--- src/rtl/deq_pkg.sv ---
package deq_pkg;

  localparam int OP_BITS = 3;
  localparam int DATA_BITS = 32;
  localparam int STATUS_BITS = 2;
  localparam int OCC_BITS = 5;

  localparam logic [OP_BITS-1:0] OP_PUSH_FRONT = 3'd0;
  localparam logic [OP_BITS-1:0] OP_PUSH_REAR  = 3'd1;
  localparam logic [OP_BITS-1:0] OP_POP_FRONT  = 3'd2;
  localparam logic [OP_BITS-1:0] OP_POP_REAR   = 3'd3;
  localparam logic [OP_BITS-1:0] OP_PEEK_FRONT = 3'd4;
  localparam logic [OP_BITS-1:0] OP_PEEK_REAR  = 3'd5;

  localparam logic [STATUS_BITS-1:0] ST_OK    = 2'd0;
  localparam logic [STATUS_BITS-1:0] ST_EMPTY = 2'd1;
  localparam logic [STATUS_BITS-1:0] ST_FULL  = 2'd2;

  typedef struct packed {
    logic [OP_BITS-1:0]   op;
    logic [DATA_BITS-1:0] push_value;
  } req_t;

  typedef struct packed {
    logic [DATA_BITS-1:0]   read_value;
    logic [STATUS_BITS-1:0] status;
    logic [OCC_BITS-1:0]    occupancy;
  } rsp_t;

  // what the control hands to the result stage for one beat
  typedef struct packed {
    logic                   is_read;
    logic [STATUS_BITS-1:0] status;
    logic [OCC_BITS-1:0]    occupancy;
  } info_t;

endpackage

--- src/rtl/deq_ram.sv ---
module deq_ram #(
  parameter int WIDTH = 32,
  parameter int DEPTH = 16
) (
  input  logic                     clk,
  input  logic                     we,
  input  logic [$clog2(DEPTH)-1:0] waddr,
  input  logic [WIDTH-1:0]         wdata,
  input  logic                     re,
  input  logic [$clog2(DEPTH)-1:0] raddr,
  output logic [WIDTH-1:0]         rdata
);

  logic [WIDTH-1:0] mem [DEPTH];

  always_ff @(posedge clk) begin
    if (we) begin
      mem[waddr] <= wdata;
    end
    if (re) begin
      rdata <= mem[raddr];
    end
  end

endmodule

--- src/rtl/deq_ctrl.sv ---
module deq_ctrl #(
  parameter int DEPTH = 16
) (
  input  logic                          clk,
  input  logic                          rst,
  input  logic                          accept,
  input  logic [deq_pkg::OP_BITS-1:0]   op,
  output logic                          mem_we,
  output logic                          mem_re,
  output logic [$clog2(DEPTH)-1:0]      mem_addr,
  output deq_pkg::info_t                info
);
  import deq_pkg::*;

  localparam int IW = $clog2(DEPTH);
  localparam int CW = $clog2(DEPTH + 1);
  localparam logic [IW-1:0] LAST_SLOT = IW'(DEPTH - 1);
  localparam logic [CW-1:0] FULL_COUNT = CW'(DEPTH);

  logic [IW-1:0] front, front_next;
  logic [IW-1:0] rear, rear_next;
  logic [CW-1:0] count, count_next;
  logic [IW-1:0] front_inc, front_dec, rear_inc, rear_dec;
  logic          full, empty;

  assign front_inc = (front == LAST_SLOT) ? '0 : front + IW'(1);
  assign front_dec = (front == '0) ? LAST_SLOT : front - IW'(1);
  assign rear_inc  = (rear == LAST_SLOT) ? '0 : rear + IW'(1);
  assign rear_dec  = (rear == '0) ? LAST_SLOT : rear - IW'(1);
  assign full  = (count == FULL_COUNT);
  assign empty = (count == '0);

  always_comb begin
    front_next   = front;
    rear_next    = rear;
    count_next   = count;
    mem_we       = 1'b0;
    mem_re       = 1'b0;
    mem_addr     = front;
    info.is_read = 1'b0;
    info.status  = ST_OK;
    case (op)
      OP_PUSH_FRONT: begin
        if (full) begin
          info.status = ST_FULL;
        end else begin
          mem_we     = accept;
          mem_addr   = front_dec;
          front_next = front_dec;
          count_next = count + CW'(1);
        end
      end
      OP_PUSH_REAR: begin
        if (full) begin
          info.status = ST_FULL;
        end else begin
          mem_we     = accept;
          mem_addr   = rear;
          rear_next  = rear_inc;
          count_next = count + CW'(1);
        end
      end
      OP_POP_FRONT, OP_PEEK_FRONT: begin
        if (empty) begin
          info.status = ST_EMPTY;
        end else begin
          mem_re       = accept;
          mem_addr     = front;
          info.is_read = 1'b1;
          if (op == OP_POP_FRONT) begin
            front_next = front_inc;
            count_next = count - CW'(1);
          end
        end
      end
      OP_POP_REAR, OP_PEEK_REAR: begin
        if (empty) begin
          info.status = ST_EMPTY;
        end else begin
          mem_re       = accept;
          mem_addr     = rear_dec;
          info.is_read = 1'b1;
          if (op == OP_POP_REAR) begin
            rear_next  = rear_dec;
            count_next = count - CW'(1);
          end
        end
      end
      default: begin
        // unused codes leave everything alone
      end
    endcase
    info.occupancy = OCC_BITS'(count_next);
  end

  always_ff @(posedge clk) begin
    if (rst) begin
      front <= '0;
      rear  <= '0;
      count <= '0;
    end else if (accept) begin
      front <= front_next;
      rear  <= rear_next;
      count <= count_next;
    end
  end

endmodule

--- src/rtl/double_ended_queue_unit.sv ---
// Deque of DEPTH words in a ring held in one synchronous RAM.
// An accepted beat moves through s1, where the RAM read completes, into the rsp output register.
// Throughput: one operation per cycle unless rsp_ready stalls; the single RAM port serves the one
// read or write each operation needs, and pointers and count update at accept.
// Reset (rst, synchronous): empty queue, pointers at slot zero, no result held.
// The RAM has no reset; entries are read only after they were written.
module double_ended_queue_unit #(
  parameter int DEPTH = 16,
  parameter int WORD_BITS = 32
) (
  input  logic          clk,
  input  logic          rst,
  input  logic          req_valid,
  output logic          req_ready,
  input  deq_pkg::req_t req,
  output logic          rsp_valid,
  input  logic          rsp_ready,
  output deq_pkg::rsp_t rsp
);
  import deq_pkg::*;

  localparam int IW = $clog2(DEPTH);

  logic                 accept;
  logic                 mem_we, mem_re;
  logic [IW-1:0]        mem_addr;
  logic [WORD_BITS-1:0] mem_rdata;
  info_t                ctrl_info;
  logic                 s1_valid;
  info_t                s1_info;
  logic                 s1_move;

  // s1 holds the beat while the RAM read completes; rsp is the output register
  assign s1_move   = s1_valid && (!rsp_valid || rsp_ready);
  assign req_ready = !s1_valid || s1_move;
  assign accept    = req_valid && req_ready;

  deq_ctrl #(
    .DEPTH(DEPTH)
  ) u_ctrl (
    .clk      (clk),
    .rst      (rst),
    .accept   (accept),
    .op       (req.op),
    .mem_we   (mem_we),
    .mem_re   (mem_re),
    .mem_addr (mem_addr),
    .info     (ctrl_info)
  );

  // read data only changes on a read, so it holds while s1 is stalled
  deq_ram #(
    .WIDTH(WORD_BITS),
    .DEPTH(DEPTH)
  ) u_ram (
    .clk   (clk),
    .we    (mem_we),
    .waddr (mem_addr),
    .wdata (WORD_BITS'(req.push_value)),
    .re    (mem_re),
    .raddr (mem_addr),
    .rdata (mem_rdata)
  );

  always_ff @(posedge clk) begin
    if (rst) begin
      s1_valid <= 1'b0;
    end else if (accept) begin
      s1_valid <= 1'b1;
    end else if (s1_move) begin
      s1_valid <= 1'b0;
    end
  end

  always_ff @(posedge clk) begin
    if (accept) begin
      s1_info <= ctrl_info;
    end
  end

  always_ff @(posedge clk) begin
    if (rst) begin
      rsp_valid <= 1'b0;
    end else if (s1_move) begin
      rsp_valid <= 1'b1;
    end else if (rsp_ready) begin
      rsp_valid <= 1'b0;
    end
  end

  always_ff @(posedge clk) begin
    if (s1_move) begin
      rsp.read_value <= s1_info.is_read ? DATA_BITS'(mem_rdata) : '0;
      rsp.status     <= s1_info.status;
      rsp.occupancy  <= s1_info.occupancy;
    end
  end

  a_ram_only_on_accept: assert property (@(posedge clk) disable iff (rst)
    (mem_we || mem_re) |-> accept)
    else $error("ram access without an accepted beat");

  a_full_reports_depth: assert property (@(posedge clk) disable iff (rst)
    (s1_valid && s1_info.status == ST_FULL) |-> (s1_info.occupancy == OCC_BITS'(DEPTH)))
    else $error("refused push with occupancy other than depth");

  a_empty_reports_zero: assert property (@(posedge clk) disable iff (rst)
    (s1_valid && s1_info.status == ST_EMPTY) |-> (s1_info.occupancy == '0 && !s1_info.is_read))
    else $error("empty status with non-zero occupancy or a read");

  a_s1_held_on_stall: assert property (@(posedge clk) disable iff (rst)
    (s1_valid && !s1_move) |=> (s1_valid && $stable(s1_info)))
    else $error("stalled beat lost from s1");

endmodule

--- config.mk ---
export PLATFORM = sky130hd
export DESIGN_NAME = double_ended_queue_unit
export DESIGN_NICKNAME = d
export VERILOG_FILES = /design/src/rtl/deq_pkg.sv /design/src/rtl/deq_ram.sv /design/src/rtl/deq_ctrl.sv /design/src/rtl/double_ended_queue_unit.sv
export SDC_FILE = /design/constraint.sdc
export NUM_CORES = 1
export LEC_CHECK = 0
export BUFFER_PORTS_ARGS = -buffer_cell sky130_fd_sc_hd__buf_2
export CORE_MARGIN = 2
export CORE_UTILIZATION = 25
export DETAILED_ROUTE_END_ITERATION = 16
export PLACE_DENSITY = 0.47
export SLEW_MARGIN = 10
export SYNTH_ARGS = -nofsm -noshare
export SYNTH_HDL_FRONTEND = slang
export SYNTH_SLANG_ARGS = --single-unit
--- constraint.sdc ---
create_clock -name clk -period 7.5 [get_ports clk]
set_clock_uncertainty 0.2 [all_clocks]
set_input_delay 0 -clock clk [delete_from_list [all_inputs] [get_ports clk]]
set_output_delay 0 -clock clk [all_outputs]
set_load 0.005 [all_outputs]
==> results of run 1 <==
==> power by group <==
group	leakage (uW)	internal, uW	switching, uW
Clock	0.00104	1900	1340
Combinational	0.00237	311	427
Sequential	0.00548	3800	28.4
Total	0.00889	6010	1800
==> stage by stage <==
stage          setup WS (ns)   util  total power [uW]  cell area, sq um
2_1_floorplan           3.15      -              4400             23400
3_3_place_gp            2.19  0.272              4630             25300
3_5_place_dp            2.13  0.272              4640             25300
4_1_cts                 2.12  0.301              7920             28000
5_1_grt                 1.73  0.301              8100             28000
6_report                2.21  0.301              7810             28000
==> registers in the layout, indices dropped and copies added (netlist names) <==
register / count
u_ram.mem: 512
rsp_valid: 1
s1_valid: 1
u_ctrl.rear: 4
rsp: 39
u_ctrl.count: 5
s1_info: 8
u_ctrl.front: 4
u_ram.rdata: 32
==> logic make-up after synthesis <==
logic type	Yosys count	synth area share
adder cells (fa/ha/maj)	6	0.00321
buffers and inverters	72	0.0165
XOR/XNOR	8	0.00299
multiplexers	133	0.125
AO/OA/AOI/OAI	132	0.0418
AND/OR/NAND/NOR	179	0.0388
flip-flops	606	0.771
==> routing by layer <==
layer,vias up,wire length (um),part of all wire
met3,96,2640,0.047
met2,271,26300,0.46
met1,6107,26700,0.47
met4,8,1120,0.020
li1,5024,-,-
met5,-,47,0.00083
==> worst max-delay path by stage <==
stage	end	slack (ns)	cells after the start
floorplan	u_ram.mem[11][0]	3.15	11
global placement	u_ram.mem[0][10]	2.19	8
detailed placement	u_ram.mem[0][5]	2.13	8
CTS	u_ram.mem[0][6]	2.12	8
global route	u_ram.mem[0][12]	1.73	8
finish	u_ram.mem[0][18]	2.21	8
==> worst max-delay path: stages (launching register included) <==
cell	delay [ns]
dfxtp_1	0.33
inv_1	0.13
ha_1	0.30
nor4b_2	0.81
a221oi_1	0.29
o32ai_4	0.95
buf_4	0.86
and3_2	0.58
buf_4	0.46
==> placed cells by master (no fill, tap or decap), drive strengths merged, types with 2 or more instances in the layout <==
master	n
o32ai	2
a31oi	4
o41ai	2
dlygate4sd3	43
nor2b	2
xnor2	4
bufinv	4
inv	11
nor2	41
buf	107
and3	11
nand2	61
xor2	4
mux2i	4
a21boi	2
mux4	128
nand3	7
a22oi	65
ha	6
a211oi	2
and2	32
dfxtp	15
clkinvlp	4
o21ai	15
edfxtp	591
a21oi	23
nand2b	2
a221oi	3
clkinv	22
nor3	12
nor4b	2
clkbuf	92
or3	3
o21ba	2
==> layout make-up <==
type                            instances  area share
Clock buffer                           92      0.0663
Inverter                               11     0.00148
Timing Repair Buffer                  150      0.0375
Sequential cell                       606       0.645
Clock inverter                         30      0.0121
Tap cell                             1254      0.0561
Multi-Input combinational cell        458       0.182
==> metrics.csv, run 1 <==
metric,value,unit
DR vias/cell,4.42,
Hold WC Path Type,primary input to flop,
die width,310,um
crit path max fanout,60,
status,"complete, no violations",
nets,1342,
Post-CTS Setup Inserts,0,
# port buffers,79,
biggest area consumer among synthesized cells,edfxtp_1,
synthesis-to-finish area growth,19.6,%
Synth async-reset ratio,0,
Critical Path RT,7.54,ns
die area,0.0961,sq mm
Yosys warnings,0,
clock-pin slew on the worst setup and hold paths,0.06,ns
largest net degree at the start of global routing,61,
first-pass GRT wire length,83900,um
register area share after synthesis,0.771,
CP Capture Type,flop,
Synth area leaders,"edfxtp_1 (76%), mux4_2 (12%), a22oi_1 (2.1%), dfxtp_1 (1.3%), nand2_1 (0.96%)",
Num CTS Buffers,70,
post-route ant nets,0,
met1 GRT Util,0.169,
syn nets,1181,
Post-synth EDFFs,591,
WL/cell,21.8,um
maximum clock insertion buffer count,3,
commonest cells in the netlist,"edfxtp_1 (591), mux4_2 (128), a22oi_1 (65)",
max cap viols,0,
Worst EP arrival,5.33,ns
area taken by multi-input logic gates,0.00508,sq mm
worst slew pin tran,1.10,ns
RSZ-0062 raised after global routing,false,
Site Rows,112,
Min-Delay Path Depth,2,
Total GRT Usage,0.120,
met3 GRT Util,0.0254,
core area,0.0930,sq mm
post-CTS resize count,0,
routed wire length,56700,um
GP Congestion,0.731,
pwr/cell area,279,mW/mm^2
CTS tree,built,
Initial Util,0.251,
clock sinks,606,
CTS Hold Bufs,43,
post-synth top area share,0.758,
Filler cells,9121,
critical path type,flop to flop,
min Tclk post-route,5.29,ns
Synth Cell Area,0.0234,sq mm
Final Hold Viols,0,
Max VDD drop,146,uV
Storage cell area,0.0180,sq mm
CTS H-tree depth,3,
worst skew pair latency,0.61,ns
Hold Slack,0.122,ns
DRC Markers,0,
total gr overflow,0,
crit path launch type,flop,
CP startpoint,u_ctrl.count[0],
Final TNS setup,0,ns
Max transition margin,0.267,
layout cell share with drive strength beyond 1,0.269,
main flop type after synthesis,edfxtp_1,
hpwl dp,30700,um
Reg2Reg Launch Point,u_ctrl.count[0],
P_leak,0.00889,uW
drt first pass iters,5,
M2 GR Usage,0.188,
Fmax,0.189,GHz
Min-Delay Startpoint,req[7],
Hold EP,u_ram.mem[13][7],
Netlist cell types,63,
GRT busiest layer,met2,
Mapped Cells,1136,
routed via count,11506,
worst reg-to-reg setup slack,2.21,ns
initial antenna violation count,4,
most frequent cell after synthesis,edfxtp_1,
vias in the first global route,12435,
final setup fails,0,
initial DRC count,871,
period utilisation layout,0.706,
final cell count without fillers,2601,
chip height,310,um
Root Driver,clkbuf_16,
Placed Instances,2435,
# diodes,0,
num ports,80,
reg-to-reg endpoint,u_ram.mem[0][18],
#FFs+latches synth,606,
"Avg Cell Area, Syn",20.6,sq um
r2r worst-path depth,8,
max-slew violation count,0,
Note: power is estimated with default switching activity, not from simulation.
==> inputs of run 2 (changes only) <==
--- a/config.mk
+++ b/config.mk
@@ -5,11 +5,12 @@
 export SDC_FILE = /design/constraint.sdc
 export NUM_CORES = 1
 export LEC_CHECK = 0
+export ABC_AREA = 1
 export BUFFER_PORTS_ARGS = -buffer_cell sky130_fd_sc_hd__buf_2
 export CORE_MARGIN = 2
 export CORE_UTILIZATION = 25
 export DETAILED_ROUTE_END_ITERATION = 16
-export PLACE_DENSITY = 0.47
+export PLACE_DENSITY = 0.48
 export SLEW_MARGIN = 10
 export SYNTH_ARGS = -nofsm -noshare
 export SYNTH_HDL_FRONTEND = slang
==> constraint.sdc (replaced) <==
create_clock -name clk -period 4.79 [get_ports clk]
set_clock_uncertainty 0.2 [all_clocks]
set_input_delay 0 -clock clk [delete_from_list [all_inputs] [get_ports clk]]
set_output_delay 0 -clock clk [all_outputs]
set_load 0.005 [all_outputs]
==> run 2 against run 1 <==
Compared with the run above: worst hold slack better by 0.035 ns; final area up 9.8%; synthesized cell count rose by 120%; global-route usage up 1.5 points; critical path depth grew 4; non-clock buffer count increased by 13; clock power is 63% higher; sequential cell count unchanged; via count grew 50%; highest routed layer unchanged.
==> metrics.csv, run 2 <==
metric,value,unit,change
Critical Path RT,4.88,ns,was 7.54 ns
# diodes,0,,unchanged
Final TNS setup,0,ns,unchanged
core area,0.103,sq mm,was 0.0930 sq mm
Hold EP,u_ram.mem[1][21],,was u_ram.mem[13][7]
worst skew pair latency,0.60,ns,was 0.61 ns
Max VDD drop,225,uV,was 146 uV
Num CTS Buffers,71,,was 70
clock sinks,606,,unchanged
Post-CTS Setup Inserts,0,,unchanged
Total GRT Usage,0.135,,was 0.120
worst reg-to-reg setup slack,0.75,ns,was 2.21 ns
critical path type,flop to flop,,unchanged
main flop type after synthesis,edfxtp_1,,unchanged
register area share after synthesis,0.693,,was 0.771
Worst EP arrival,4.13,ns,was 5.33 ns
Yosys warnings,0,,unchanged
RSZ-0062 raised after global routing,false,,unchanged
chip height,327,um,was 310 um
biggest area consumer among synthesized cells,edfxtp_1,,unchanged
drt first pass iters,5,,unchanged
fin util,0.297,,was 0.301
largest net degree at the start of global routing,145,,was 61
max-slew violation count,0,,unchanged
clock-pin slew on the worst setup and hold paths,0.06,ns,about the same
Reg with most FFs,u_ram.mem,,unchanged
Post-synth EDFFs,591,,unchanged
Final Hold Viols,0,,unchanged
DRC Markers,0,,unchanged
# port buffers,79,,unchanged
nets,2634,,"was 1,342"
met3 GRT Util,0.0182,,was 0.0254
max cap viols,0,,unchanged
initial antenna violation count,1,,was 4
min Tclk post-route,4.04,ns,was 5.29 ns
Netlist cell types,36,,was 63
M2 GR Usage,0.221,,was 0.188
routed wire length,72400,um,"was 56,700 um"
Fmax,0.248,GHz,was 0.189 GHz
GRT busiest layer,met2,,unchanged
Synth async-reset ratio,0,,unchanged
most frequent cell after synthesis,nand2_1,,was edfxtp_1
die area,0.107,sq mm,was 0.0961 sq mm
WL/cell,18.0,um,was 21.8 um
routed via count,17272,,"was 11,506"
Hold WC Path Type,primary input to flop,,unchanged
post-synth top area share,0.682,,was 0.758
initial DRC count,1285,,was 871
Site Rows,118,,was 112
final setup fails,0,,unchanged
synthesis-to-finish area growth,18.1,%,was 19.6%
CTS Hold Bufs,43,,unchanged
CTS H-tree depth,3,,unchanged
commonest cells in the netlist,"nand2_1 (1,190), edfxtp_1 (591), nand3_1 (286)",,"was edfxtp_1 (591), mux4_2 (128), a22oi_1 (65)"
total gr overflow,0,,unchanged
die width,327,um,was 310 um
worst slew pin tran,0.990,ns,was 1.10 ns
Reg2Reg Launch Point,u_ctrl.count[0],,unchanged
r2r worst-path depth,12,,was 8
Max transition margin,0.340,,was 0.267
GP Congestion,0.802,,was 0.731
post-CTS resize count,0,,unchanged
Synth Cell Area,0.0260,sq mm,was 0.0234 sq mm
status,"complete, no violations",,unchanged
Root Driver,clkbuf_16,,unchanged
reg-to-reg endpoint,u_ram.mem[2][9],,was u_ram.mem[0][18]
vias in the first global route,16881,,"was 12,435"
Synth area leaders,"edfxtp_1 (68%), nand2_1 (17%), nand3_1 (5.5%), inv_1 (2.0%), buf_2 (1.2%)",,"was edfxtp_1 (76%), mux4_2 (12%), a22oi_1 (2.1%), dfxtp_1 (1.3%), nand2_1 (0.96%)"
pwr/cell area,422,mW/mm^2,was 279 mW/mm^2
layout cell share with drive strength beyond 1,0.0957,,was 0.269
"Avg Cell Area, Syn",10.5,sq um,was 20.6 sq um
Initial Util,0.252,,was 0.251
met1 GRT Util,0.186,,was 0.169
max reg flops,512,,unchanged
Largest regs,"u_ram.mem x512, rsp x39, u_ram.rdata x32",,unchanged
P_leak,0.0124,uW,was 0.00889 uW
Min-Delay Startpoint,req[21],,was req[7]
#FFs+latches synth,606,,unchanged
num ports,80,,unchanged
post-route ant nets,0,,unchanged
Min-Delay Path Depth,2,,unchanged
maximum clock insertion buffer count,3,,unchanged
crit path max fanout,44,,was 60
most frequent cells in the layout,"nand2_1 (1,190), edfxtp_1 (591), nand3_1 (286), inv_1 (136), buf_2 (79)",,"was edfxtp_1 (591), mux4_2 (128), buf_2 (79), clkbuf_16 (71), a22oi_1 (65)"
crit path launch type,flop,,unchanged
syn nets,2533,,"was 1,181"
"commonest non-fill, non-tap cell in the layout",nand2_1,,was edfxtp_1
period utilisation layout,0.843,,was 0.706
Mapped Cells,2488,,"was 1,136"
CP Capture Type,flop,,unchanged
CTS tree,built,,unchanged
first-pass GRT wire length,110000,um,"was 83,900 um"
DR vias/cell,4.29,,was 4.42
hpwl dp,38100,um,"was 30,700 um"
[run 2: changes by cell type after synthesis, moves of 13 or more]
| cell | previous run | this run |
|---|---|---|
| and2_1 | 32 | 0 |
| nand3_1 | 7 | 286 |
| nand2_1 | 60 | 1190 |
| inv_1 | 9 | 137 |
| a22oi_1 | 65 | 0 |
| mux4_2 | 128 | 0 |
| clkbuf_1 | 14 | 32 |
| buf_2 | 27 | 62 |
| buf_6 | 4 | 17 |
[run 2: per-layer routing]
metal,vias up,part of all wire
met5,-,0.00017
met4,2,0.022
met3,102,0.036
met2,318,0.47
met1,8395,0.47
li1,8455,-
[run 2: how the worst max path moves through the flow]
stage,from,end,slack (ns),cells after the start
floorplan,u_ctrl.count[0],u_ram.mem[0][0],0.88,14
detailed placement,u_ctrl.count[0],u_ram.mem[0][5],0.79,12
finish,u_ctrl.count[0],u_ram.mem[2][9],0.75,12
global placement,u_ctrl.count[0],u_ram.mem[0][8],0.74,12
CTS,u_ctrl.count[0],u_ram.mem[0][6],0.76,12
global route,u_ctrl.count[0],u_ram.mem[0][9],0.51,12
[run 2: logic make-up after synthesis]
logic type,after synthesis,share of synthesized area
AND/OR/NAND/NOR,1534,0.238
flip-flops,606,0.693
buffers and inverters,279,0.0510
AO/OA/AOI/OAI,54,0.0121
XOR/XNOR,8,0.00269
adder cells (fa/ha/maj),6,0.00288
multiplexers,1,0.000384
[run 2: power breakdown]
group	leakage, uW	total [uW]	internal [uW]	switching [uW]
logic	0.00587	1670	452	1220
registers	0.00548	6000	5960	41.5
clock network	0.00109	5290	3130	2160
[run 2: critical path, cell delays in order, from the launching register on]
cell      delay, ns
dfxtp_1        0.38
inv_1          0.10
ha_1           0.26
nand2_1        0.10
clkinv_1       0.16
nand2_2        0.23
nand3_1        0.12
nand3_1        0.14
nand3_4        0.27
nand2_8        0.37
nand3_1        0.41
nor2_4         0.68
buf_12         0.27
[run 2: cell type report]
class / instances / area (sq um)
Inverter: 144 / 543
Sequential cell: 606 / 18000
Fill cell: 10736 / 72600
Clock inverter: 43 / 395
Tap cell: 1380 / 1730
Multi-Input combinational cell: 1603 / 6850
Clock buffer: 84 / 1850
Timing Repair Buffer: 163 / 1330
[run 2: per-stage QoR]
step / hold WS [ns] / std cells / power [uW] / area, sq um / setup slack, ns
final: 0.157 / 4023 / 13000 / 30700 / 0.750
after detailed placement: 0.124 / 3853 / 7780 / 28100 / 0.788
after global placement: 0.118 / 3853 / 7790 / 28100 / 0.738
after floorplan: -0.101 / 2488 / 7240 / 26000 / 0.881
after global routing: 0.148 / 4023 / 13500 / 30700 / 0.514
after CTS: 0.120 / 4023 / 13100 / 30700 / 0.761
